--- src/rtl/flb_pkg.sv ---
// shared constants, types and helpers of the flashed led light filter bank
`default_nettype none

package flb_pkg;

    // block configuration
    localparam int CHANNELS  = 5;
    localparam int FRAC_BITS = 16;
    localparam int N_ALPHA   = 5;

    // field widths
    localparam int ADC_W       = 10;
    localparam int TIME_W      = 32;
    localparam int HALF_W      = 16;
    localparam int ALPHA_W     = 17;
    localparam int ALPHA_FRAC  = 16;
    localparam int CHAN_W      = 3;
    localparam int OUT_LEVEL_W = 27;
    localparam int IDX_W       = 3;
    localparam int LEVEL_W     = 11 + FRAC_BITS;
    localparam int CH_W        = (CHANNELS > 1) ? $clog2(CHANNELS) : 1;

    // smoother bank storage: one wide word per led state
    localparam int BANKS  = 2;
    localparam int BANK_W = 1;
    localparam logic [BANK_W-1:0] BANK_OFF = 1'b0;
    localparam logic [BANK_W-1:0] BANK_ON  = 1'b1;

    // register indexes
    localparam logic [IDX_W-1:0] CFG_HALF   = 3'd0;
    localparam logic [IDX_W-1:0] CFG_ALPHA0 = 3'd1;

    // reset values and fixed-point constants
    localparam logic [HALF_W-1:0]  HALF_RESET = 16'd1000;
    localparam logic [ALPHA_W-1:0] ALPHA_ONE  = 17'h10000;
    localparam logic [10:0]        FULL_SCALE = 11'd1024;
    localparam logic [LEVEL_W-1:0] RESET_LEVEL =
        {{(LEVEL_W-9){1'b0}}, 9'd317} << FRAC_BITS;

    typedef logic [CHANNELS-1:0][LEVEL_W-1:0] t_levels;
    typedef logic [N_ALPHA-1:0][ALPHA_W-1:0]  t_alphas;

    // timing decision for one accepted sample
    typedef struct packed {
        logic [BANK_W-1:0] bank;
        logic              led;
        logic              report;
    } t_phase;

    // finished item handed to the output stage
    typedef struct packed {
        logic    led;
        logic    report;
        t_levels on_lvl;
        t_levels off_lvl;
    } t_item;

    // fit an internal level into the output field
    function automatic logic [OUT_LEVEL_W-1:0] to_out_level(input logic [LEVEL_W-1:0] v);
        logic [LEVEL_W+OUT_LEVEL_W-1:0] wide;
        wide = {{OUT_LEVEL_W{1'b0}}, v};
        return wide[OUT_LEVEL_W-1:0];
    endfunction

endpackage

`default_nettype wire

--- src/rtl/flb_out_if.sv ---
// result output channel: valid, ready and result payload
`default_nettype none

interface flb_out_if import flb_pkg::*; ();
    logic                   valid;
    logic                   ready;
    logic                   led_on;
    logic                   is_report;
    logic [CHAN_W-1:0]      channel;
    logic [OUT_LEVEL_W-1:0] on_level;
    logic [OUT_LEVEL_W-1:0] off_level;
    logic                   last;

    modport source (output valid, output led_on, output is_report, output channel,
                    output on_level, output off_level, output last, input ready);
    modport sink   (input valid, input led_on, input is_report, input channel,
                    input on_level, input off_level, input last, output ready);
endinterface

`default_nettype wire

--- src/rtl/flb_ser.sv ---
// output stage: holds one finished item and plays out its beats
`default_nettype none

module flb_ser import flb_pkg::*; (
    input  wire logic   i_clk,
    input  wire logic   i_rst_n,
    input  wire logic   i_load,
    input  wire t_item  i_item,
    output logic        o_free,
    flb_out_if.source   o_out
);
    localparam logic [CH_W-1:0] CNT_LAST = CH_W'(CHANNELS - 1);

    logic            r_valid;
    logic [CH_W-1:0] r_cnt;
    t_item           r_item;

    logic            is_last;
    logic [CH_W+CHAN_W-1:0] chan_wide;

    assign is_last   = !r_item.report || (r_cnt == CNT_LAST);
    assign o_free    = !r_valid || (o_out.ready && is_last);
    assign chan_wide = {{CHAN_W{1'b0}}, r_cnt};

    // beat fields
    assign o_out.valid     = r_valid;
    assign o_out.led_on    = r_item.led;
    assign o_out.is_report = r_item.report;
    assign o_out.channel   = r_item.report ? chan_wide[CHAN_W-1:0] : '0;
    assign o_out.on_level  = r_item.report ? to_out_level(r_item.on_lvl[r_cnt]) : '0;
    assign o_out.off_level = r_item.report ? to_out_level(r_item.off_lvl[r_cnt]) : '0;
    assign o_out.last      = is_last;

    // control
    always_ff @(posedge i_clk) begin
        if (!i_rst_n) begin
            r_valid <= 1'b0;
            r_cnt   <= '0;
        end else if (i_load) begin
            r_valid <= 1'b1;
            r_cnt   <= '0;
        end else if (r_valid && o_out.ready) begin
            if (is_last) begin
                r_valid <= 1'b0;
            end else begin
                r_cnt <= r_cnt + 1'b1;
            end
        end
    end

    // payload
    always_ff @(posedge i_clk) begin
        if (i_load) begin
            r_item <= i_item;
        end
    end

`ifndef SYNTH
    a_load_when_free: assert property (@(posedge i_clk) disable iff (!i_rst_n)
        i_load |-> o_free)
        else $error("item loaded over a pending beat");
    a_cnt_range: assert property (@(posedge i_clk) disable iff (!i_rst_n)
        r_valid |-> r_cnt <= CNT_LAST)
        else $error("report channel counter out of range");
    a_status_single: assert property (@(posedge i_clk) disable iff (!i_rst_n)
        r_valid && !r_item.report |-> r_cnt == '0)
        else $error("status item past its only beat");
`endif
endmodule

`default_nettype wire

--- src/flat_wrapper.sv ---
// flat-port wrapper written by rule: the top's interface ports become plain ports
module flb_ser_flat import flb_pkg::*;
  (i_clk, i_rst_n, i_load, i_item, o_free, o_out_valid, o_out_led_on, o_out_is_report, o_out_channel, o_out_on_level, o_out_off_level, o_out_last, o_out_ready);
  flb_out_if o_out_i ();
  input  wire logic i_clk;
  input  wire logic i_rst_n;
  input  wire logic i_load;
  input  wire t_item i_item;
  output logic o_free;
  output wire logic [$bits(o_out_i.valid)-1:0] o_out_valid;
  output wire logic [$bits(o_out_i.led_on)-1:0] o_out_led_on;
  output wire logic [$bits(o_out_i.is_report)-1:0] o_out_is_report;
  output wire logic [$bits(o_out_i.channel)-1:0] o_out_channel;
  output wire logic [$bits(o_out_i.on_level)-1:0] o_out_on_level;
  output wire logic [$bits(o_out_i.off_level)-1:0] o_out_off_level;
  output wire logic [$bits(o_out_i.last)-1:0] o_out_last;
  input wire logic [$bits(o_out_i.ready)-1:0] o_out_ready;
  assign o_out_valid = o_out_i.valid;
  assign o_out_led_on = o_out_i.led_on;
  assign o_out_is_report = o_out_i.is_report;
  assign o_out_channel = o_out_i.channel;
  assign o_out_on_level = o_out_i.on_level;
  assign o_out_off_level = o_out_i.off_level;
  assign o_out_last = o_out_i.last;
  assign o_out_i.ready = o_out_ready;
  flb_ser u_core (.i_clk(i_clk), .i_rst_n(i_rst_n), .i_load(i_load), .i_item(i_item), .o_free(o_free), .o_out(o_out_i));
endmodule
--- config.mk ---
export PLATFORM = sky130hd
export DESIGN_NAME = flb_ser_flat
export DESIGN_NICKNAME = d
export VERILOG_FILES = /design/src/rtl/flb_pkg.sv /design/src/rtl/flb_out_if.sv /design/src/rtl/flb_ser.sv /design/src/flat_wrapper.sv
export SDC_FILE = /design/constraint.sdc
export NUM_CORES = 1
export LEC_CHECK = 0
export ABC_AREA = 1
export ABC_CLOCK_PERIOD_IN_PS = 1440
export BUFFER_PORTS_ARGS = -buffer_cell sky130_fd_sc_hd__buf_2
export CAP_MARGIN = 15
export CORE_ASPECT_RATIO = 2
export CORE_MARGIN = 3
export CORE_UTILIZATION = 40
export CTS_CLUSTER_SIZE = 16
export DETAILED_ROUTE_END_ITERATION = 12
export GPL_ROUTABILITY_DRIVEN = 0
export GPL_TIMING_DRIVEN = 0
export PLACE_DENSITY = 0.73
export SLEW_MARGIN = 20
export SYNTH_ARGS = -nofsm -noshare
export SYNTH_HDL_FRONTEND = slang
export SYNTH_SLANG_ARGS = --single-unit
--- constraint.sdc ---
create_clock -name i_clk -period 1.44 [get_ports i_clk]
set_input_delay 0.144 -clock i_clk [delete_from_list [all_inputs] [get_ports i_clk]]
set_output_delay 0.144 -clock i_clk [all_outputs]
set_load 0.02 [all_outputs]
==> out/results.ini <==
[sta]
whs_ps = 114.9
rsz0062_at_grt = true
finalCritPeriodShare = 1.547
setup_ws_ps = -788.0
setup_violations = 64
slew_headroom = 0.6028
finalClockSkew_ps = 1.934
maxClockFrequency_mhz = 448.8
finalHoldViolations = 0
drv_slew = 0
fin_setup_tns_ps = -42050
period_needed_ps = 2228
worst_pin_slew_ps = 595.7

[cts]
h-tree-depth = 1
cts.sinks = 276
cts_made_buffers = 24
cts_buffer_depth = 3
clk_pin_slew_ps = 70
cts_tree = yes
insertion_delay_ps = 530
cts-root-buf = clkbuf_16

[worst_setup_path]
crit_path_start_kind = register
end_kind = output pin
worstPathArrival_ps = 2080
reg2reg_depth = 9
crit_type = reg2out
required_ps = 1300
critPathMaxFanout = 10

[logic_synthesis]
syn_area_um2 = 11720
seq_area_frac_synth = 0.7036
syn_inst = 1117
synthDistinctLibCells = 16
synth_warnings = 0
ys_seq_elements = 276
avgSynthCellArea_um2 = 10.49
synth_nets = 1395

[cells_and_area]
area_growth_pct = 61.50
stdcell_count = 2158
fin_nets = 2053
drive_above_1_share = 0.3121

[power]
p_leak_nw = 8.733
p_per_area_nw_per_um2 = 1017
vdd_drop_max_mv = 1.034

[detailed_routing]
vias = 10729
avgRoutedWirePerCell_um = 20.03
final_antenna_net_count = 0
wirelength_um = 43230
viasPerCell = 4.972
firstDrtPassIters = 5
route.detailed.drc = 0
drt_iter0_drc = 788

[hold_path]
hp-class = in2reg
whs_path_depth = 1

[die]
core_um2 = 28850
rows = 88
die_h_um = 248.1
die_area_um2 = 31520
die_x_um = 127.1
num_io_pins = 338
initial_core_util = 0.4064

[global_route]
grt_max_degree = 102
grt.overflow.total = 0
antenna_found_initial = 4
grt_pass1_vias = 11363
grt_pass1_wl_um = 61000
grt.total_usage = 0.2536

[run_status]
violations = setup timing
status = finished with violations

[job]
maxCapViolCount = 0

[placed_design]
hpwlAfterDp_um = 23690
dp_cells = 1816
port_buffers = 337

==> final timing paths <==
kind                                             to  slack [ps]               start
worst max-delay path            o_out_off_level[16]        -790     u_core.r_cnt[0]
worst min register to register   u_core.o_out.valid         590  u_core.o_out.valid
worst min-delay path              u_core.r_item[96]         110              i_load
worst max register to register      u_core.r_cnt[0]        -240     u_core.r_cnt[0]
==> Yosys cell counts (all sizes together) <==
cell type    n  share of area
buf         32          0.017
nand2      388           0.12
edfxtp     272           0.70
nand3      108          0.046
ha           2         0.0021
nor2         3        0.00096
o21ai        3         0.0013
clkbuf      20         0.0064
dfxtp        4         0.0068
inv        226          0.072
nand4        1        0.00053
nor3         1         0.0014
a21oi       57          0.024
==> cells by family after synthesis <==
kind of cell	count (synthesis)	share of synthesized area
compound gates	60	0.02562
fa+ha+maj	2	0.002134
buf+inv	278	0.09542
flops	276	0.7036
simple gates	501	0.1732
==> sequential cells by signal, indices dropped and copies added, names as in the netlist <==
name / count
u_core.o_out.is_report: 1
u_core.o_out.led_on: 1
u_core.o_out.valid: 1
u_core.r_cnt: 3
u_core.r_item: 270
==> per-stage QoR <==
| step | worst slack (ps) | power, mW | instance area [µm²] | utilization |
|---|---|---|---|---|
| after global routing | -840.5 | 19.91 | 18920 | 0.6560 |
| after CTS | -750.6 | 19.03 | 18530 | 0.6423 |
| after floorplan | 1.661 | 10.71 | 11940 | - |
| after global placement | -3604 | 11.62 | 14080 | 0.4880 |
| after detailed placement | -645.2 | 11.65 | 14140 | 0.4902 |
| final | -788.0 | 19.25 | 18930 | 0.6563 |
==> worst max-delay path, cell delays in order (launching register included) <==
cell and delay (ps):
dfxtp_4 380, buf_12 140, nor3_4 170, buf_4 160, buf_12 150, buf_12 140, nand2_1 70, a21oi_2 180
buf_6 150
==> power by group <==
group | switching, mW | internal, mW
combinational | 1.42 | 1.40
clock | 3.00 | 3.70
sequential | 0.210 | 9.52
==> layout by cell type (no fill, tap or decap), types with 6 or more instances in the layout <==
cell and instances:
nand2_1 353, buf_2 279, dlygate4sd3_1 274, edfxtp_1 272
inv_1 221, nand3_1 98, buf_6 65, a21oi_2 52
clkbuf_16 32, nand2_2 29, buf_4 23, buf_12 11
nand3_2 9, buf_8 8, diode_2 7, clkbuf_2 7
clkinv_2 7, nand2_4 6
==> repair_timing <==
item	in CTS	in global routing
gates resized for setup	213	75
hold buffers	274	0
pin swaps	20	22
hold endpoints to repair	276	0
setup buffers	6	4
cloned	5	5
setup endpoints to repair	64	64
==> per-layer routing <==
layer,global-route usage,wire (µm),share of wire,vias to the layer above
met5,0,0,0,-
met4,0.1614,2914,0.067,0
met3,0.03734,2464,0.057,192
met2,0.4774,23690,0.55,605
met1,0.2572,14160,0.33,5055
li1,-,-,-,4877
==> cell type report <==
cell class,instances,area [µm²]
sequential,276,8255
multi-input combinational,563,2765
inverter,226,850.8
antenna,7,17.52
timing repair buffer,632,5182
fill,1942,9916
tap,360,450.4
clock buffer,25,625.6
clock inverter,17,167.7
buffer,52,616.8
(Power assumes the default switching activity.)
