[src/rtl/flb_ram.sv]
// generic ram: one write port, two registered read ports
`default_nettype none

module flb_ram #(
    parameter int  WIDTH = 8,
    parameter int  DEPTH = 2,
    localparam int AW    = (DEPTH > 1) ? $clog2(DEPTH) : 1
) (
    input  wire logic                   i_clk,
    input  wire logic                   i_we,
    input  wire logic [AW-1:0]          i_waddr,
    input  wire logic [WIDTH-1:0]       i_wdata,
    input  wire logic                   i_re,
    input  wire logic [AW-1:0]          i_raddr_a,
    input  wire logic [AW-1:0]          i_raddr_b,
    output logic      [WIDTH-1:0]       o_rdata_a,
    output logic      [WIDTH-1:0]       o_rdata_b
);
    logic [WIDTH-1:0] r_mem [DEPTH];
    logic [WIDTH-1:0] r_rdata_a;
    logic [WIDTH-1:0] r_rdata_b;

    // write port
    always_ff @(posedge i_clk) begin
        if (i_we) begin
            r_mem[i_waddr] <= i_wdata;
        end
    end

    // read ports, old data on a same-cycle write
    always_ff @(posedge i_clk) begin
        if (i_re) begin
            r_rdata_a <= r_mem[i_raddr_a];
            r_rdata_b <= r_mem[i_raddr_b];
        end
    end

    assign o_rdata_a = r_rdata_a;
    assign o_rdata_b = r_rdata_b;
endmodule

`default_nettype wire

[config.mk]
export PLATFORM = sky130hd
export DESIGN_NAME = flb_ram
export DESIGN_NICKNAME = d
export VERILOG_FILES = /design/src/rtl/flb_ram.sv
export SDC_FILE = /design/constraint.sdc
export NUM_CORES = 1
export LEC_CHECK = 0
export BUFFER_PORTS_ARGS = -buffer_cell sky130_fd_sc_hd__buf_2
export CAP_MARGIN = 20
export CORE_ASPECT_RATIO = 0.5
export CORE_UTILIZATION = 40
export DETAILED_ROUTE_END_ITERATION = 8
export GPL_TIMING_DRIVEN = 0
export PLACE_DENSITY = 0.65
export SKIP_CTS_REPAIR_TIMING = 1
export SYNTH_ARGS = -nofsm -noshare
export SYNTH_HDL_FRONTEND = slang
export SYNTH_SLANG_ARGS = --single-unit
[constraint.sdc]
create_clock -name i_clk -period 1.11 [get_ports i_clk]
set_clock_uncertainty 0.2 [all_clocks]
set_input_delay 0 -clock i_clk [delete_from_list [all_inputs] [get_ports i_clk]]
set_output_delay 0 -clock i_clk [all_outputs]
set_load 0.05 [all_outputs]
==> metrics.md, run 1 <==
| Metric | Value |
|---|---|
| Post-route DRC violation count | 0 |
| Cell Area, Synth | 1240 µm² |
| Maximum number of pins on one net before global-route repair | 17 |
| Max cap viols | 0 |
| Top Metal Used | met4 |
| First-pass GRT wire length | ~2300 µm |
| Critical path's largest stage delay | ~0.42 ns |
| Number of cells after detailed placement | ~120 |
| CTS tree | built |
| Maximum buffer depth of the clock tree | 2 |
| Vias in the first global route | between 500 and 600 |
| Switching power of the nets | 580 µW |
| Die Ht | between 40 and 50 µm |
| Most numerous cell in the Yosys netlist | edfxtp_1 |
| Final Max Slew Viols | 0 |
| Detail Route Antenna Nets | 0 |
| Fillers | ~230 |
| Hold Path Class | in2reg |
| Sw Share | between 20% and 30% |
| Clock network power share | 28.1% |
| Comb pwr share | between 10 and 15% |
| Count of cell types in the netlist | 5 |
| Drt via density | ~4.5 |
| Post-synth ARST share | 0% |
| Minimum clock period after layout | ~1.2 ns |
| Post-synth EDFFs | 32 |
| Power per cell area | between 1500 and 2000 nW/µm² |
| Req. time, crit path | ~0.92 ns |
| Critical Path Fanout Max | 2 |
| Nets | 108 |
| Crit-path leading delay family | flip-flops |
| Routed wl met2 | about 760 µm |
| Met1 Wirelength | 819 µm |
| Syn avg cell area | about 24 µm² |
| CP Capture Type | flop |
| Highest clock rate | between 800 and 900 MHz |
| Mapped Cells | 52 |
| Max rail drop VDD | approximately 0.73 mV |
| Hold Worst Slack | -0.0705 ns |
| Status | finished with violations |
| Post-DP Area | around 1400 µm² |
| Final Routed Wirelength | roughly 1700 µm |
| Starting Density | between 40% and 50% |
| CTS Buf Count | 5 |
| CP cell instances | mux2_4 |
| Final setup margin | -0.0446 ns |
| Final setup viols | 11 |
| Met3 WL | approximately 150 µm |
| Layout cell share with drive strength beyond 1 | between 50 and 60% |
| Final Instance Count excl. Fillers | about 130 |
| Most frequent cells after synthesis | 32 x edfxtp_1, 16 x mux2_4, 2 x buf_6, 1 x and2_1, 1 x nor2b_1 |
| Max_slew headroom | 52.4% |
| RSZ-0062 raised after global routing | yes |
| Average wire per standard cell | approximately 13 µm |
| Area fraction of the dominant cell type after synthesis | ~78% |
| I/O Buffers | 27 |
| Seq/Total Area, Yosys | 77.7% |
| Clk slew on worst S/H paths | around 0.060 ns |
| Buffer and inverter count on the worst path | 0 |
| CP max-delay cell | edfxtp_1 |
| Number of H-tree levels | 2 |
| Vias | a little under 600 |
| TritonRoute pass-1 iters | 4 |
| Multi-input logic area | around 250 µm² |
| Lkg Pwr | about 0.63 nW |
| Yosys warns | 0 |
| Register area | slightly below 1000 µm² |
| Hold Vio Cnt, Final | 40 |
| Largest area contributor in the netlist | edfxtp_1 |
| Total grt overflow | 0 |
| Total GRT Usage | 11.2% |
| Diode count | 0 |
| CP arrival | 0.97 ns |
| Die area | 3330 µm² |
| Reg power frac | a little under three fifths |
| Slew at the pin closest to its max-slew limit | between 0.7 and 0.8 ns |
| Tot Pwr | 2.56 mW |
| Number of synthesized register bits | 32 |
| 1st-iter DRT viols | 21 |
| Clock Sinks | 32 |
| Startpoint Class | flop |
| Failing checks | negative hold slack, negative setup slack |
| Layout overhead on the synthesized area | 26.7% |
| Critical path class | reg2reg |
| Clock root cell | clkbuf_8 |
| Synth top area cells | edfxtp_1 78%, mux2_4 19%, buf_6 1.8% |
| Setup TNS | -0.233 ns |
| Main synth FF type | edfxtp_1 |
| Final GP Congestion | ~0.62 |
| Tcrit/Tclk final | 104% |
| Ports | 30 |
| Clk_lat worst skew | roughly 0.27 ns |
| Core box area | 2770 µm² |
| Num rows | 13 |
| Syn nets | 66 |
| Initial antenna violation count | 0 |
| Die X | 80.6 µm |
| Finished Cell Area | 1570 µm² |
| Pint | 1.98 mW |
-- per-layer routing --
layer	track usage, %	up-vias
li1	-	283
met1	12.6	267
met2	16.3	25
met3	5.43	2
met4	10.7	0
met5	0	-
-- power groups by stage --
stage               Clock, mW  Combinational [mW]  Sequential [mW]
CTS                     0.744               0.356             1.47
global route            0.784               0.390             1.48
global placement            0               0.350             1.49
detailed placement          0               0.356             1.49
floorplan                   0               0.114             1.64
finish                  0.720               0.373             1.47
-- cells in the final DEF, fill, tap and decap left out --
master,count
buf_6,2
buf_2,27
clkbuf_8,5
dlygate4sd3_1,8
and2_1,1
edfxtp_1,32
mux2_4,16
nor2b_1,1
-- metrics by stage --
step / setup slack (ns) / util, % / hold WS [ns]
global route: -0.0589 / 56.7 / -0.0727
detailed placement: -0.160 / 51.3 / -0.00557
global placement: -0.0716 / 51.3 / -0.00972
CTS: -0.0449 / 53.8 / -0.286
floorplan: 0.0327 / - / -0.101
finish: -0.0446 / 56.7 / -0.0705
-- layout make-up --
cell class / count / area share (%)
flip-flops and latches: 32 / 61.3
clock buffers: 5 / 4.39
repair buffers: 35 / 13.7
well taps: 37 / 2.96
multi-input cells: 18 / 16.1
plain buffers: 2 / 1.44
-- flip-flops by register name, indices dropped and copies added (netlist names) --
register	cells
o_rdata_b	8
r_mem	16
o_rdata_a	8
-- kinds of logic after synthesis --
group                  after synthesis  synth area share [%]
buffers and inverters                2                  1.82
multiplexers                        16                  19.4
flip-flops                          32                  77.7
AND/OR/NAND/NOR                      2                  1.01
-- final timing paths --
path / startpoint / to / slack [ns] / cells after the start
worst max-delay path: r_mem[1][4] / o_rdata_a[4] / -0.04 / 1
worst max register to register: r_mem[1][4] / o_rdata_a[4] / -0.04 / 1
worst min register to register: r_mem[0][0] / o_rdata_a[0] / 0.38 / 1
worst min-delay path: i_raddr_a / o_rdata_a[0] / -0.07 / 2
Note: power is estimated with default switching activity, not from simulation.
==> inputs of run 2 (changes only) <==
Settings changed: ABC_AREA from default to 1.
==> metrics.md, run 2 <==
| Metric | Value |
|---|---|
| Status | finished with violations |
| Failing checks | negative hold slack |
| Nets | 145 |
| Worst hold path endpoint | o_rdata_b[2] |
| Dpl ws | -0.109 ns |
| First-pass GRT wire length | 2670 µm |
| Commonest non-fill, non-tap cell in the layout | nand2_1 |
| Cell Area, Synth | ~1200 µm² |
| Setup TNS | 0 ns |
| Ports | 30 |
| Register name with the most flops | r_mem |
| Vias in the first global route | ~590 |
| Maximum buffer depth of the clock tree | 2 |
| Vias | 701 |
| Most frequent cells after synthesis | 49 x nand2_1, 32 x edfxtp_1, 2 x buf_6, 2 x inv_1, 2 x inv_2 |
| HP Start | i_raddr_b |
| Clk_lat worst skew | 0.26 ns |
| Starting Density | 43.9% |
| CP Capture Type | flop |
| Beginning of the worst register-to-register path | r_mem[1][1] |
| Layout overhead on the synthesized area | 28.7% |
| Most frequent cells in the layout | 49 x nand2_1, 32 x edfxtp_1, 27 x buf_2, 9 x dlygate4sd3_1, 5 x clkbuf_8 |
| Mapped Cells | 88 |
| Number of cells after detailed placement | ~150 |
| Layout cell share with drive strength beyond 1 | between 20% and 30% |
| Core box area | 2700 µm² |
| Initial antenna violation count | 0 |
| TritonRoute pass-1 iters | 4 |
| RSZ-0062 raised after global routing | no |
| Post-layout util | between 50% and 60% |
| Worst r2r dst | o_rdata_a[1] |
| Max_slew headroom | between 50% and 60% |
| Critical path class | in2reg |
| Post-synth ARST share | 0% |
| CP Launch Point | i_raddr_a |
| Final Instance Count excl. Fillers | roughly 170 |
| Final Max Slew Viols | 0 |
| Total GRT Usage | between 10% and 20% |
| Number of flip-flops in the largest register | 16 |
| Average wire per standard cell | ~11 µm |
| Highest clock rate | 929 MHz |
| Hold Path Class | in2reg |
| Hold Worst Slack | -0.147 ns |
| R2R setup slack | ~0.1 ns |
| Total grt overflow | 0 |
| Max cap viols | 0 |
| Hold path depth | 3 |
| Slew at the pin closest to its max-slew limit | around 0.67 ns |
| Diode count | 0 |
| CP arrival | between 0.8 and 0.9 ns |
| Syn nets | around 100 |
| Number of H-tree levels | 2 |
| CTS tree | built |
| Seq/Total Area, Yosys | roughly 81% |
| Syn avg cell area | ~13 µm² |
| Maximum number of pins on one net before global-route repair | 17 |
| Largest area contributor in the netlist | edfxtp_1 |
| Number of synthesized register bits | 32 |
| Most numerous cell in the Yosys netlist | nand2_1 |
| Final Routed Wirelength | between 1500 and 2000 µm |
| Clk slew on worst S/H paths | approximately 0.05 ns |
| Hold Vio Cnt, Final | 32 |
| Post-synth EDFFs | 32 |
| Synth top area cells | edfxtp_1 81%, nand2_1 16%, buf_6 1.9% |
| 1st-iter DRT viols | 24 |
| Minimum clock period after layout | between 1 and 1.5 ns |
| CTS Buf Count | 5 |
| Max rail drop VDD | 0.678 mV |
| Num rows | 13 |
| Post-route DRC violation count | 0 |
| Final setup margin | between 0.03 and 0.04 ns |
| Lkg Pwr | around 0.67 nW |
| R2r worst-path depth | 2 |
| Detail Route Antenna Nets | 0 |
| Critical Path Fanout Max | 9 |
| Main synth FF type | edfxtp_1 |
| Register area | approximately 960 µm² |
| Clock root cell | clkbuf_8 |
| Die X | between 70 and 80 µm |
| Fillers | between 200 and 250 |
| Count of cell types in the netlist | 6 |
| DPL Wire Length | around 1400 µm |
| Power per cell area | around 1700 nW/µm² |
| Multi-input logic area | roughly 190 µm² |
| Req. time, crit path | 0.93 ns |
| Clock Sinks | 32 |
| I/O Buffers | 27 |
| Yosys warns | 0 |
| Startpoint Class | input pin |
| Final setup viols | 0 |
| Die Ht | about 41 µm |
| Drt via density | 4.22 |
| Die area | between 3000 and 4000 µm² |
| Final GP Congestion | between 0.7 and 0.8 |
| Tcrit/Tclk final | a little over nine tenths |
| Area fraction of the dominant cell type after synthesis | 81.0% |
## run 2: changes by cell type after synthesis
cell,delta
inv_1,+2
nor2_1,+1
nor2b_1,-1
inv_2,+2
nand2_1,+49
mux2_4,-16
and2_1,-1
## run 2: metrics by stage
stage / total power [mW] / instance area (µm²)
6_report: 2.53 / 1530
5_1_grt: 2.63 / 1530
4_1_cts: 2.52 / 1440
3_5_place_dp: 1.80 / 1370
3_3_place_gp: 1.80 / 1370
2_1_floorplan: 1.71 / 1190
## run 2: cell type report
cell class | count | area share [%]
flip-flops and latches | 32 | 63.0
repair buffers | 36 | 14.8
multi-input cells | 50 | 12.3
clock buffers | 5 | 4.51
well taps | 37 | 3.03
plain buffers | 2 | 1.48
inverters | 4 | 0.984
## run 2: worst max-delay path by stage
stage,cells past startpoint,slack [ns],end
after floorplan,2,0.15,r_mem[0][0]
after global placement,2,-0.11,r_mem[0][7]
after detailed placement,2,-0.11,r_mem[0][7]
after CTS,1,0.05,o_rdata_b[6]
after global routing,5,0.01,o_rdata_a[1]
final,5,0.03,o_rdata_a[5]
## run 2: routing by layer
layer	track usage [%]	share of wire [%]	up-vias
met5	0	0	-
met4	7.27	0.92	0
met3	7.27	9.7	3
met2	16.8	38	32
met1	16.8	51	292
li1	-	-	374
## run 2: logic make-up after synthesis
logic type / share of synthesized area (%)
simple gates: 15.8
flops: 81.0
buf+inv: 3.16
## run 2: power by group
part	total, mW	leakage, nW	switching [mW]	internal [mW]
combinational	0.337	0.324	0.244	0.0933
clock	0.724	0.0359	0.322	0.402
sequential	1.46	0.309	0.0312	1.43
total	2.53	0.669	0.597	1.93
## run 2: critical path, stage by stage
cell and delay [ns]:
dlygate4sd3_1 0.55, buf_6 0.14, inv_2 0.08, nand2_1 0.06, nand2_1 0.06
