<file path="src/rtl/flb_pkg.sv">
// shared constants, types and helpers of the flashed led light filter bank
`default_nettype none

package flb_pkg;

    // block configuration
    localparam int CHANNELS  = 5;
    localparam int FRAC_BITS = 16;
    localparam int N_ALPHA   = 5;

    // field widths
    localparam int ADC_W       = 10;
    localparam int TIME_W      = 32;
    localparam int HALF_W      = 16;
    localparam int ALPHA_W     = 17;
    localparam int ALPHA_FRAC  = 16;
    localparam int CHAN_W      = 3;
    localparam int OUT_LEVEL_W = 27;
    localparam int IDX_W       = 3;
    localparam int LEVEL_W     = 11 + FRAC_BITS;
    localparam int CH_W        = (CHANNELS > 1) ? $clog2(CHANNELS) : 1;

    // smoother bank storage: one wide word per led state
    localparam int BANKS  = 2;
    localparam int BANK_W = 1;
    localparam logic [BANK_W-1:0] BANK_OFF = 1'b0;
    localparam logic [BANK_W-1:0] BANK_ON  = 1'b1;

    // register indexes
    localparam logic [IDX_W-1:0] CFG_HALF   = 3'd0;
    localparam logic [IDX_W-1:0] CFG_ALPHA0 = 3'd1;

    // reset values and fixed-point constants
    localparam logic [HALF_W-1:0]  HALF_RESET = 16'd1000;
    localparam logic [ALPHA_W-1:0] ALPHA_ONE  = 17'h10000;
    localparam logic [10:0]        FULL_SCALE = 11'd1024;
    localparam logic [LEVEL_W-1:0] RESET_LEVEL =
        {{(LEVEL_W-9){1'b0}}, 9'd317} << FRAC_BITS;

    typedef logic [CHANNELS-1:0][LEVEL_W-1:0] t_levels;
    typedef logic [N_ALPHA-1:0][ALPHA_W-1:0]  t_alphas;

    // timing decision for one accepted sample
    typedef struct packed {
        logic [BANK_W-1:0] bank;
        logic              led;
        logic              report;
    } t_phase;

    // finished item handed to the output stage
    typedef struct packed {
        logic    led;
        logic    report;
        t_levels on_lvl;
        t_levels off_lvl;
    } t_item;

    // fit an internal level into the output field
    function automatic logic [OUT_LEVEL_W-1:0] to_out_level(input logic [LEVEL_W-1:0] v);
        logic [LEVEL_W+OUT_LEVEL_W-1:0] wide;
        wide = {{OUT_LEVEL_W{1'b0}}, v};
        return wide[OUT_LEVEL_W-1:0];
    endfunction

endpackage

`default_nettype wire

</file>
<file path="src/rtl/flb_phase.sv">
// led flash timing: period start, led state and report decision
`default_nettype none

module flb_phase import flb_pkg::*; (
    input  wire logic              i_clk,
    input  wire logic              i_rst_n,
    input  wire logic              i_acc,
    input  wire logic [TIME_W-1:0] i_now_ms,
    input  wire logic [HALF_W-1:0] i_half,
    output t_phase                 o_phase
);
    logic              r_led;
    logic [TIME_W-1:0] r_period_start;

    logic [TIME_W-1:0] elapsed;
    logic [TIME_W-1:0] half_ext;
    logic [TIME_W-1:0] twice;
    logic              turned_on;
    logic              report;

    // elapsed time wraps with the timestamp
    always_comb begin
        elapsed   = i_now_ms - r_period_start;
        half_ext  = {{(TIME_W-HALF_W){1'b0}}, i_half};
        twice     = {{(TIME_W-HALF_W-1){1'b0}}, i_half, 1'b0};
        turned_on = r_led || (elapsed > half_ext);
        report    = turned_on && (elapsed > twice);
    end

    assign o_phase.bank   = r_led ? BANK_ON : BANK_OFF;
    assign o_phase.led    = report ? 1'b0 : turned_on;
    assign o_phase.report = report;

    // advance on each accepted sample
    always_ff @(posedge i_clk) begin
        if (!i_rst_n) begin
            r_led          <= 1'b0;
            r_period_start <= '0;
        end else if (i_acc) begin
            r_led <= report ? 1'b0 : turned_on;
            if (report) begin
                r_period_start <= r_period_start + twice;
            end
        end
    end

`ifndef SYNTH
    // a finished period always leaves the led dark
    a_report_led_off: assert property (@(posedge i_clk) disable iff (!i_rst_n)
        i_acc && report |=> !r_led)
        else $error("led still lit after report");
`endif
endmodule

`default_nettype wire

</file>
<file path="config.mk">
export PLATFORM = sky130hd
export DESIGN_NAME = flb_phase
export DESIGN_NICKNAME = d
export VERILOG_FILES = /design/src/rtl/flb_pkg.sv /design/src/rtl/flb_phase.sv
export SDC_FILE = /design/constraint.sdc
export NUM_CORES = 1
export LEC_CHECK = 0
export ABC_AREA = 1
export BUFFER_PORTS_ARGS = -buffer_cell sky130_fd_sc_hd__clkbuf_2
export CAP_MARGIN = 30
export CORE_MARGIN = 2
export CORE_UTILIZATION = 50
export CTS_BUF_LIST = sky130_fd_sc_hd__clkbuf_4 sky130_fd_sc_hd__clkbuf_8 sky130_fd_sc_hd__clkbuf_16
export CTS_CLUSTER_SIZE = 14
export DETAILED_ROUTE_END_ITERATION = 6
export GPL_ROUTABILITY_DRIVEN = 1
export HOLD_SLACK_MARGIN = 0.05
export PLACE_DENSITY = 0.69
export SYNTH_ARGS = -nofsm -noshare
export SYNTH_HDL_FRONTEND = slang
export SYNTH_SLANG_ARGS = --single-unit
</file>
<file path="constraint.sdc">
create_clock -name i_clk -period 6.1 [get_ports i_clk]
set_clock_uncertainty 0.2 [all_clocks]
set_input_delay 1.22 -clock i_clk [delete_from_list [all_inputs] [get_ports i_clk]]
set_output_delay 1.22 -clock i_clk [all_outputs]
set_load 0.1 [all_outputs]
</file>
==> results of run 1 <==
[power groups by stage]
stage / combinational [W] / clock, W / sequential (W)
floorplan: 0.000522 / 0 / 0.000239
global placement: 0.000673 / 0 / 0.000245
detailed placement: 0.000672 / 0 / 0.000246
CTS: 0.000676 / 0.000248 / 0.000242
global route: 0.000791 / 0.000257 / 0.000244
finish: 0.000683 / 0.000243 / 0.000243
[flip-flops by register name, indices dropped and copies added, names as in the netlist]
name	count
r_led	1
r_period_start	31
[placed cells by master (no fill, tap or decap), types with 10 or more instances in the layout]
| master | Yosys | routed |
|---|---|---|
| a21oi_1 | 70 | 70 |
| a21oi_2 | 15 | 15 |
| clkbuf_2 | 0 | 51 |
| nor2_1 | 93 | 93 |
| o21ai_0 | 19 | 19 |
| nand3_1 | 75 | 75 |
| nand4_1 | 18 | 18 |
| nor3_1 | 11 | 11 |
| nand2_1 | 345 | 345 |
| xnor2_1 | 10 | 10 |
| ha_1 | 78 | 78 |
| dfxtp_1 | 32 | 32 |
| xor2_1 | 31 | 31 |
| inv_1 | 192 | 192 |
[worst max-delay path, stage by stage]
cell      delay [ns]
clkbuf_2        0.08
inv_1           0.03
ha_1            0.22
fa_1            0.42
inv_1           0.07
nand2_1         0.06
nand3_2         0.11
nand2_1         0.08
nand2_2         0.11
xor2_1          0.27
ha_1            0.30
a21oi_1         0.16
a21oi_1         0.09
nor2_1          0.08
nand2_1         0.06
nand2_1         0.05
nand2_1         0.04
nand2_1         0.06
nand2_1         0.05
nor2_1          0.13
nand3b_1        0.11
nor2b_2         0.22
buf_12          0.21
[synthesized netlist by cell type, drive strengths merged, types with 4 or more instances]
library cell / number / area (um2)
nor3: 11 / 55.1
a21o: 5 / 37.5
o21ai: 19 / 95.1
ha: 78 / 976
buf: 10 / 85.1
nand3: 77 / 395
nand2: 353 / 1360
inv: 194 / 728
nor2: 100 / 393
nand4: 18 / 113
clkbuf: 6 / 22.5
nand3b: 7 / 52.6
xnor2: 10 / 87.6
xor2: 31 / 272
nor4: 4 / 25.0
a21oi: 85 / 482
dfxtp: 32 / 641
[cell type report]
class,count,area [um2]
multi-input cells,811,4450
fillers,1215,5060
inverters,195,732
flip-flops and latches,32,641
repair buffers,55,310
well taps,143,179
clock buffers,6,133
clock inverters,1,5.00
[through the flow]
step / instance area, um2 / setup slack [ns] / util / total power (W)
after global placement: 6320 / 0.440 / 0.548 / 0.000918
final: 6450 / 0.459 / 0.560 / 0.00117
after CTS: 6450 / 0.442 / 0.560 / 0.00117
after global routing: 6450 / 0.136 / 0.560 / 0.00129
after floorplan: 5930 / 0.397 / - / 0.000761
after detailed placement: 6320 / 0.463 / 0.548 / 0.000918
[layer usage]
metal  global-route usage  part of all wire
met1                0.383              0.49
met2                0.447              0.43
met3               0.0209             0.043
met4               0.0894             0.031
met5                    0                 0
[logic make-up after synthesis]
| kind of cell | share of synthesized area |
|---|---|
| fa+ha+maj | 0.171 |
| flops | 0.108 |
| buf+inv | 0.142 |
| simple gates | 0.407 |
| compound gates | 0.112 |
| xor+xnor | 0.0605 |
[how the worst max path moves through the flow]
stage | from | to | slack [ns] | depth (start not counted)
2_1_floorplan | i_now_ms[1] | o_phase[1] | 0.40 | 21
3_5_place_dp | i_now_ms[1] | o_phase[1] | 0.46 | 23
6_report | i_now_ms[1] | o_phase[1] | 0.46 | 23
3_3_place_gp | i_now_ms[1] | o_phase[1] | 0.44 | 23
5_1_grt | i_now_ms[1] | o_phase[1] | 0.14 | 23
4_1_cts | i_now_ms[1] | o_phase[1] | 0.44 | 23
==> flow_metrics.tcl, run 1 <==
set metrics [dict create \
    maxCapViolations 0 \
    cts_setup_buffers 0 \
    rr_startpoint "r_period_start[5]" \
    synth-edff-count 0 \
    wl_per_cell_um 13.7 \
    clk_latency_ns 0.28 \
    synthesis.nets 1185 \
    p_sw_w 0.000537 \
    final_cells 1243 \
    diodes 0 \
    rows 39 \
    ios 54 \
    p_int_w 0.000631 \
    cts.sinks 32 \
    dieArea_um2 12800 \
    synth_seq_area_share 0.108 \
    tightest_slew_ns 0.638 \
    crit_required_ns 4.68 \
    p_leak_nw 3.63 \
    violations "design-rule violations" \
    vias 6405 \
    die-height_um 113 \
    ys_warn_count 0 \
    seq_power_share 0.208 \
    critPathLaunchType "input pin" \
    cts_buffer_depth 2 \
    drive_above_1_share 0.0900 \
    io_buffers 53 \
    fin_hold_ws_ns 0.298 \
    async_flop_share 0 \
    core_um2 11500 \
    cts_made_buffers 5 \
    fin_tns_setup_ns 0 \
    rsz0062_at_grt "false" \
    syn2layout_area_growth_pct 8.80 \
    reg2reg_to "r_period_start[18]" \
    hold_start "r_period_start[30]" \
    reg2reg_slack_ns 1.95 \
    grt_pass1_vias 6032 \
    p_comb_frac 0.584 \
    synthCells 1054 \
    synth_area_um2 5930 \
    yosys_register_bits 32 \
    min_period_over_period 0.925 \
    min_path_type "reg -> reg" \
    place_hpwl_um 14400 \
    drt_first_iter_violations 339 \
    antenna_found_initial 0 \
    hold_end "r_period_start[30]" \
    setup_viol 0 \
    slew_headroom 0.575 \
    worst_setup_path_end_kind "output port" \
    synth_cell_types 37 \
    dp_cells 1236 \
    clk_pin_slew_ns 0.05 \
    ff2ff_path_depth 24 \
    whs_path_depth 2 \
    max_freq_ghz 0.177 \
    vias_per_cell 5.15 \
    grt_start_max_net_pins 50 \
    cts_htree_levels 2 \
    root_buffer "clkbuf_16" \
    finalWeightedCongestion 0.948 \
    grt_pass1_wl_um 28100 \
    initial_core_util 0.515 \
    die_w_um 113 \
    gr-total-overflow 0 \
    cts_hold_buf 0 \
    synth_area_per_cell_um2 5.63 \
    crit_fanout 4 \
    switching_share 0.459 \
    grt_use_total 0.273 \
    yosys_most_used_dff "dfxtp_1" \
    cts.repair.resized 0 \
    first_pass_iters 7 \
    period_needed_ns 5.64 \
    hold_viol 0 \
    drt-total-wl_um 17000 \
    cts_tree "yes" \
    fin_nets 1231 \
    critPathArrivalTime_ns 4.22 \
    power_density_nw_per_um2 181 \
    p_clk_frac 0.208 \
    ir_drop_uv 136 \
    drtAntennaViolNets 0 \
    drc 2 \
    maxSlewViolCount 0 \
    status "finished with violations" \
    crit_type "in -> out" \
]
No activity file was read; power rests on OpenSTA's default activity.
==> run 2, diff against run 1 <==
--- a/config.mk
+++ b/config.mk
@@ -8,14 +8,15 @@
 export ABC_AREA = 1
 export BUFFER_PORTS_ARGS = -buffer_cell sky130_fd_sc_hd__clkbuf_2
 export CAP_MARGIN = 30
+export CELL_PAD_IN_SITES_DETAIL_PLACEMENT = 2
+export CELL_PAD_IN_SITES_GLOBAL_PLACEMENT = 2
 export CORE_MARGIN = 2
-export CORE_UTILIZATION = 50
+export CORE_UTILIZATION = 32
 export CTS_BUF_LIST = sky130_fd_sc_hd__clkbuf_4 sky130_fd_sc_hd__clkbuf_8 sky130_fd_sc_hd__clkbuf_16
-export CTS_CLUSTER_SIZE = 14
 export DETAILED_ROUTE_END_ITERATION = 6
 export GPL_ROUTABILITY_DRIVEN = 1
 export HOLD_SLACK_MARGIN = 0.05
-export PLACE_DENSITY = 0.69
+export PLACE_DENSITY_LB_ADDON = 0.1
 export SYNTH_ARGS = -nofsm -noshare
 export SYNTH_HDL_FRONTEND = slang
 export SYNTH_SLANG_ARGS = --single-unit
==> flow_metrics.tcl, run 2 (synthesis gave the netlist of run 1 again) <==
set metrics [dict create \
    reg_top3 "r_period_start x31, r_led x1" \
    slowest_stage "fa_2" \
    critPathArrivalTime_ns 4.29 \
    cts_hold_buf 0 \
    ios 54 \
    antenna_found_initial 0 \
    final_cell_mix "nand2_1, inv_1, nor2_1, ha_1, nand3_1" \
    setup_slack_ns 0.387 \
    initial_core_util 0.328 \
    tightest_slew_ns 0.677 \
    use_met3 0.0140 \
    slew_headroom 0.549 \
    post-route-util 0.365 \
    worst_setup_path_end_kind "output port" \
    min_period_over_period 0.937 \
    period_needed_ns 5.71 \
    worstPathCellList "clkbuf_2, inv_1, ha_1, fa_2, nor2_1, o21ai_0, nand2_2, nand2_1, nand2_1, xor2_2, ha_1, a21oi_1, o21ai_0, nor2_1, nand2_1, nand2_1, nand2_1, nand2_1, nand2_1, nor2_1, nand3b_1, nor2b_4, buf_12" \
    syn2layout_area_growth_pct 11.4 \
    cts_buffer_depth 2 \
    hold_viol 0 \
    wl_per_cell_um 18.0 \
    drc 0 \
    grt.busiest_layer "met2" \
    clk_pin_slew_ns 0.06 \
    maxCapViolations 0 \
    rsz0062_at_grt "false" \
    whs_path_depth 2 \
    crit_start "i_now_ms[1]" \
    ir_drop_uv 121 \
    rr_startpoint "r_period_start[11]" \
    min_path_type "reg -> reg" \
    drt_first_iter_violations 228 \
    root_buffer "clkbuf_16" \
    maxSlewViolCount 0 \
    cts_made_buffers 5 \
    die_w_um 140 \
    grt_pass1_wl_um 38300 \
    largest_register "r_period_start" \
    fin_tns_setup_ns 0 \
    vias 6710 \
    final_cells 1330 \
    status "complete, no violations" \
    fill_cells 2419 \
    setup_viol 0 \
    drt-total-wl_um 24000 \
    place_hpwl_um 20800 \
    grt_start_max_net_pins 50 \
    multi_input_area_um2 4470 \
    dp_cells 1322 \
    reg2reg_to "r_period_start[24]" \
    dp_slack_ns 0.240 \
    rows 49 \
    cpMostUsedCell "nand2_1" \
    first_pass_iters 6 \
    reg2reg_slack_ns 1.59 \
    use_met2 0.453 \
    dieArea_um2 19600 \
    hold_start "r_period_start[30]" \
    crit_fanout 4 \
    p_leak_nw 3.65 \
    drive_above_1_share 0.0926 \
    grt_use_total 0.248 \
    regArea_um2 641 \
    cpPeakStageDelay_ns 0.37 \
    grt_use_met1 0.326 \
    vias_per_cell 5.05 \
    crit_required_ns 4.68 \
    finalWeightedCongestion 0.831 \
    hold_end "r_period_start[30]" \
    crit_type "in -> out" \
    ff2ff_path_depth 24 \
    critPathLaunchType "input pin" \
    io_buffers 53 \
    mostFrequentLayoutCell "nand2_1" \
    grt_pass1_vias 7319 \
    drtAntennaViolNets 0 \
    core_um2 18100 \
    cts_htree_levels 2 \
    max_freq_ghz 0.175 \
    fin_hold_ws_ns 0.296 \
    die-height_um 140 \
    fin_nets 1231 \
    largest_reg_flops 31 \
    diodes 0 \
    clk_latency_ns 0.29 \
    power_density_nw_per_um2 195 \
    cts_tree "yes" \
    gr-total-overflow 0 \
    cts.sinks 32 \
]
-- run 2: where the power goes --
group          total, W  switching, W  internal [W]
sequential     0.000244     0.0000212      0.000223
combinational  0.000744      0.000482      0.000262
clock          0.000301      0.000105      0.000197
total           0.00129      0.000608      0.000682
-- run 2: routing by layer --
metal | wire [um] | up-vias | share of wire
li1 | - | 3410 | -
met1 | 11500 | 3232 | 0.48
met2 | 12000 | 52 | 0.50
met3 | 260 | 16 | 0.011
met4 | 244 | 0 | 0.010
met5 | 0 | - | 0
-- run 2: cell type report --
cell class              count  area share
clock buffers               6      0.0201
clock inverters             2     0.00530
inverters                 195       0.111
multi-input cells         811       0.677
flip-flops and latches     32      0.0970
well taps                 229      0.0434
repair buffers             55      0.0470
-- run 2: how the worst max path moves through the flow --
| stage | to | slack [ns] | cells past startpoint |
|---|---|---|---|
| CTS | o_phase[1] | 0.24 | 23 |
| finish | o_phase[1] | 0.39 | 23 |
| detailed placement | o_phase[1] | 0.24 | 23 |
| global route | o_phase[1] | 0.05 | 22 |
| floorplan | o_phase[1] | 0.40 | 21 |
| global placement | o_phase[1] | 0.30 | 23 |
-- run 2: worst max-delay path: cells and delay by family --
| kind | cells | cell delay [ns] |
|---|---|---|
| xor+xnor | 1 | 0.20 |
| simple gates | 13 | 1.32 |
| buf+inv | 3 | 0.29 |
| fa+ha+maj | 3 | 0.88 |
| compound gates | 3 | 0.35 |
-- run 2: repair_timing --
| action | in CTS | in global routing |
|---|---|---|
| endpoints found under the setup margin | 0 | 1 |
| buffers inserted | 0 | 0 |
| resized for setup | 0 | 3 |
-- run 2: metrics by stage --
step	total power (W)	instance area, um2
3_3_place_gp	0.000959	6420
4_1_cts	0.00130	6590
3_5_place_dp	0.000988	6420
6_report	0.00129	6610
5_1_grt	0.00142	6610
2_1_floorplan	0.000761	5930
==> run 3, diff against run 2 <==
--- a/config.mk
+++ b/config.mk
@@ -16,7 +16,9 @@
 export DETAILED_ROUTE_END_ITERATION = 6
 export GPL_ROUTABILITY_DRIVEN = 1
 export HOLD_SLACK_MARGIN = 0.05
+export MAX_ROUTING_LAYER = met4
 export PLACE_DENSITY_LB_ADDON = 0.1
+export SKIP_CTS_REPAIR_TIMING = 1
 export SYNTH_ARGS = -nofsm -noshare
 export SYNTH_HDL_FRONTEND = slang
 export SYNTH_SLANG_ARGS = --single-unit
==> flow_metrics.tcl, run 3 (synthesis gave the netlist of run 1 again) <==
set metrics [dict create \
    largest_reg_flops 31 \
    slew_headroom 0.548 \
    die_w_um 140 \
    finalWeightedCongestion 0.833 \
    reg_top3 "r_period_start x31, r_led x1" \
    maxSlewViolCount 0 \
    reg2reg_slack_ns 1.71 \
    cts_made_buffers 5 \
    place_hpwl_um 20400 \
    antenna_found_initial 0 \
    drive_above_1_share 0.0935 \
    worst_setup_path_end_kind "output port" \
    power_density_nw_per_um2 192 \
    mostFrequentLayoutCell "nand2_1" \
    final_cell_mix "nand2_1, inv_1, nor2_1, ha_1, nand3_1" \
    rows 49 \
    cts_htree_levels 2 \
    vias_per_cell 5.04 \
    dp_cells 1323 \
    grt_pass1_wl_um 38100 \
    cpPeakStageDelay_ns 0.43 \
    slowest_stage "fa_1" \
    p_leak_nw 3.65 \
    grt_start_max_net_pins 50 \
    cts.sinks 32 \
    setup_viol 0 \
    first_pass_iters 7 \
    cts_buffer_depth 2 \
    min_period_over_period 0.940 \
    die-height_um 140 \
    drc 1 \
    core_um2 18100 \
    period_needed_ns 5.73 \
    drtAntennaViolNets 0 \
    min_path_type "reg -> reg" \
    fin_tns_setup_ns 0 \
    regArea_um2 641 \
    worstPathCellList "clkbuf_2, inv_1, ha_1, fa_1, inv_1, nand2_1, nand3_2, nand2_1, nand2_2, xor2_1, ha_1, a21oi_1, a21oi_1, nor2_1, nand2_1, nand2_1, nand2_1, nand2_1, nand2_1, nor2_1, nand3b_1, nor2b_4, buf_12" \
    fin_nets 1232 \
    wl_per_cell_um 17.3 \
    gr-total-overflow 0 \
    clk_pin_slew_ns 0.05 \
    crit_required_ns 4.68 \
    largest_register "r_period_start" \
    io_buffers 53 \
    vias 6712 \
    tightest_slew_ns 0.678 \
    rsz0062_at_grt "false" \
    drt-total-wl_um 23100 \
    diodes 0 \
    status "finished with violations" \
    cpMostUsedCell "nand2_1" \
    violations "design-rule violations" \
    ios 54 \
    syn2layout_area_growth_pct 11.5 \
    drt_first_iter_violations 198 \
    initial_core_util 0.328 \
    grt_pass1_vias 7311 \
    final_cells 1331 \
    max_freq_ghz 0.174 \
    root_buffer "clkbuf_16" \
    clk_latency_ns 0.28 \
    hold_viol 0 \
    critPathArrivalTime_ns 4.31 \
    ir_drop_uv 126 \
    maxCapViolations 0 \
    cts_tree "yes" \
    crit_fanout 4 \
    dieArea_um2 19600 \
    grt_use_total 0.251 \
    multi_input_area_um2 4470 \
    critPathLaunchType "input pin" \
    crit_type "in -> out" \
    fill_cells 2392 \
]
[run 3: worst paths after layout]
check | cells after the start | start | endpoint
max | 23 | i_now_ms[1] | o_phase[1]
min | 2 | r_period_start[30] | r_period_start[30]
max reg2reg | 26 | r_period_start[5] | r_period_start[21]
min reg2reg | 2 | r_period_start[30] | r_period_start[30]
[run 3: per-layer routing]
layer	track usage	wire length, um	vias up	part of all wire
met2	0.439	11300	55	0.49
met3	0.00991	319	16	0.014
met1	0.329	11200	3226	0.49
met4	0.0409	255	0	0.011
li1	-	-	3415	-
met5	-	0	-	0
[run 3: area by class of cell]
type / instances / area share
clock inverter: 3 / 0.00643
tap: 229 / 0.0433
clock buffer: 5 / 0.0189
timing repair buffer: 56 / 0.0481
inverter: 195 / 0.111
sequential: 32 / 0.0969
multi-input combinational: 811 / 0.676
[run 3: report_power, final]
part | switching [W] | internal (W) | total [W]
sequential | 0.0000214 | 0.000223 | 0.000245
combinational | 0.000470 | 0.000261 | 0.000731
clock | 0.000101 | 0.000192 | 0.000293
total | 0.000592 | 0.000676 | 0.00127
[run 3: metrics by stage]
stage	total power (W)	instance area [um2]	hold WS (ns)	util	setup slack (ns)
2_1_floorplan	0.000761	5930	0.260	-	0.397
3_3_place_gp	0.000957	6430	0.283	0.356	0.371
3_5_place_dp	0.000981	6430	0.293	0.356	0.280
4_1_cts	0.00129	6600	0.302	0.365	0.271
5_1_grt	0.00141	6610	0.330	0.366	0.00406
6_report	0.00127	6610	0.293	0.366	0.368
[run 3: critical path: cells and delay by family]
kind,cells,cell delay (ns)
adders and majority gates,3,0.95
buffers and inverters,4,0.37
and+or+nand+nor,13,1.25
xor gates and xnor gates,1,0.26
AOI/OAI and AO/OA,2,0.25
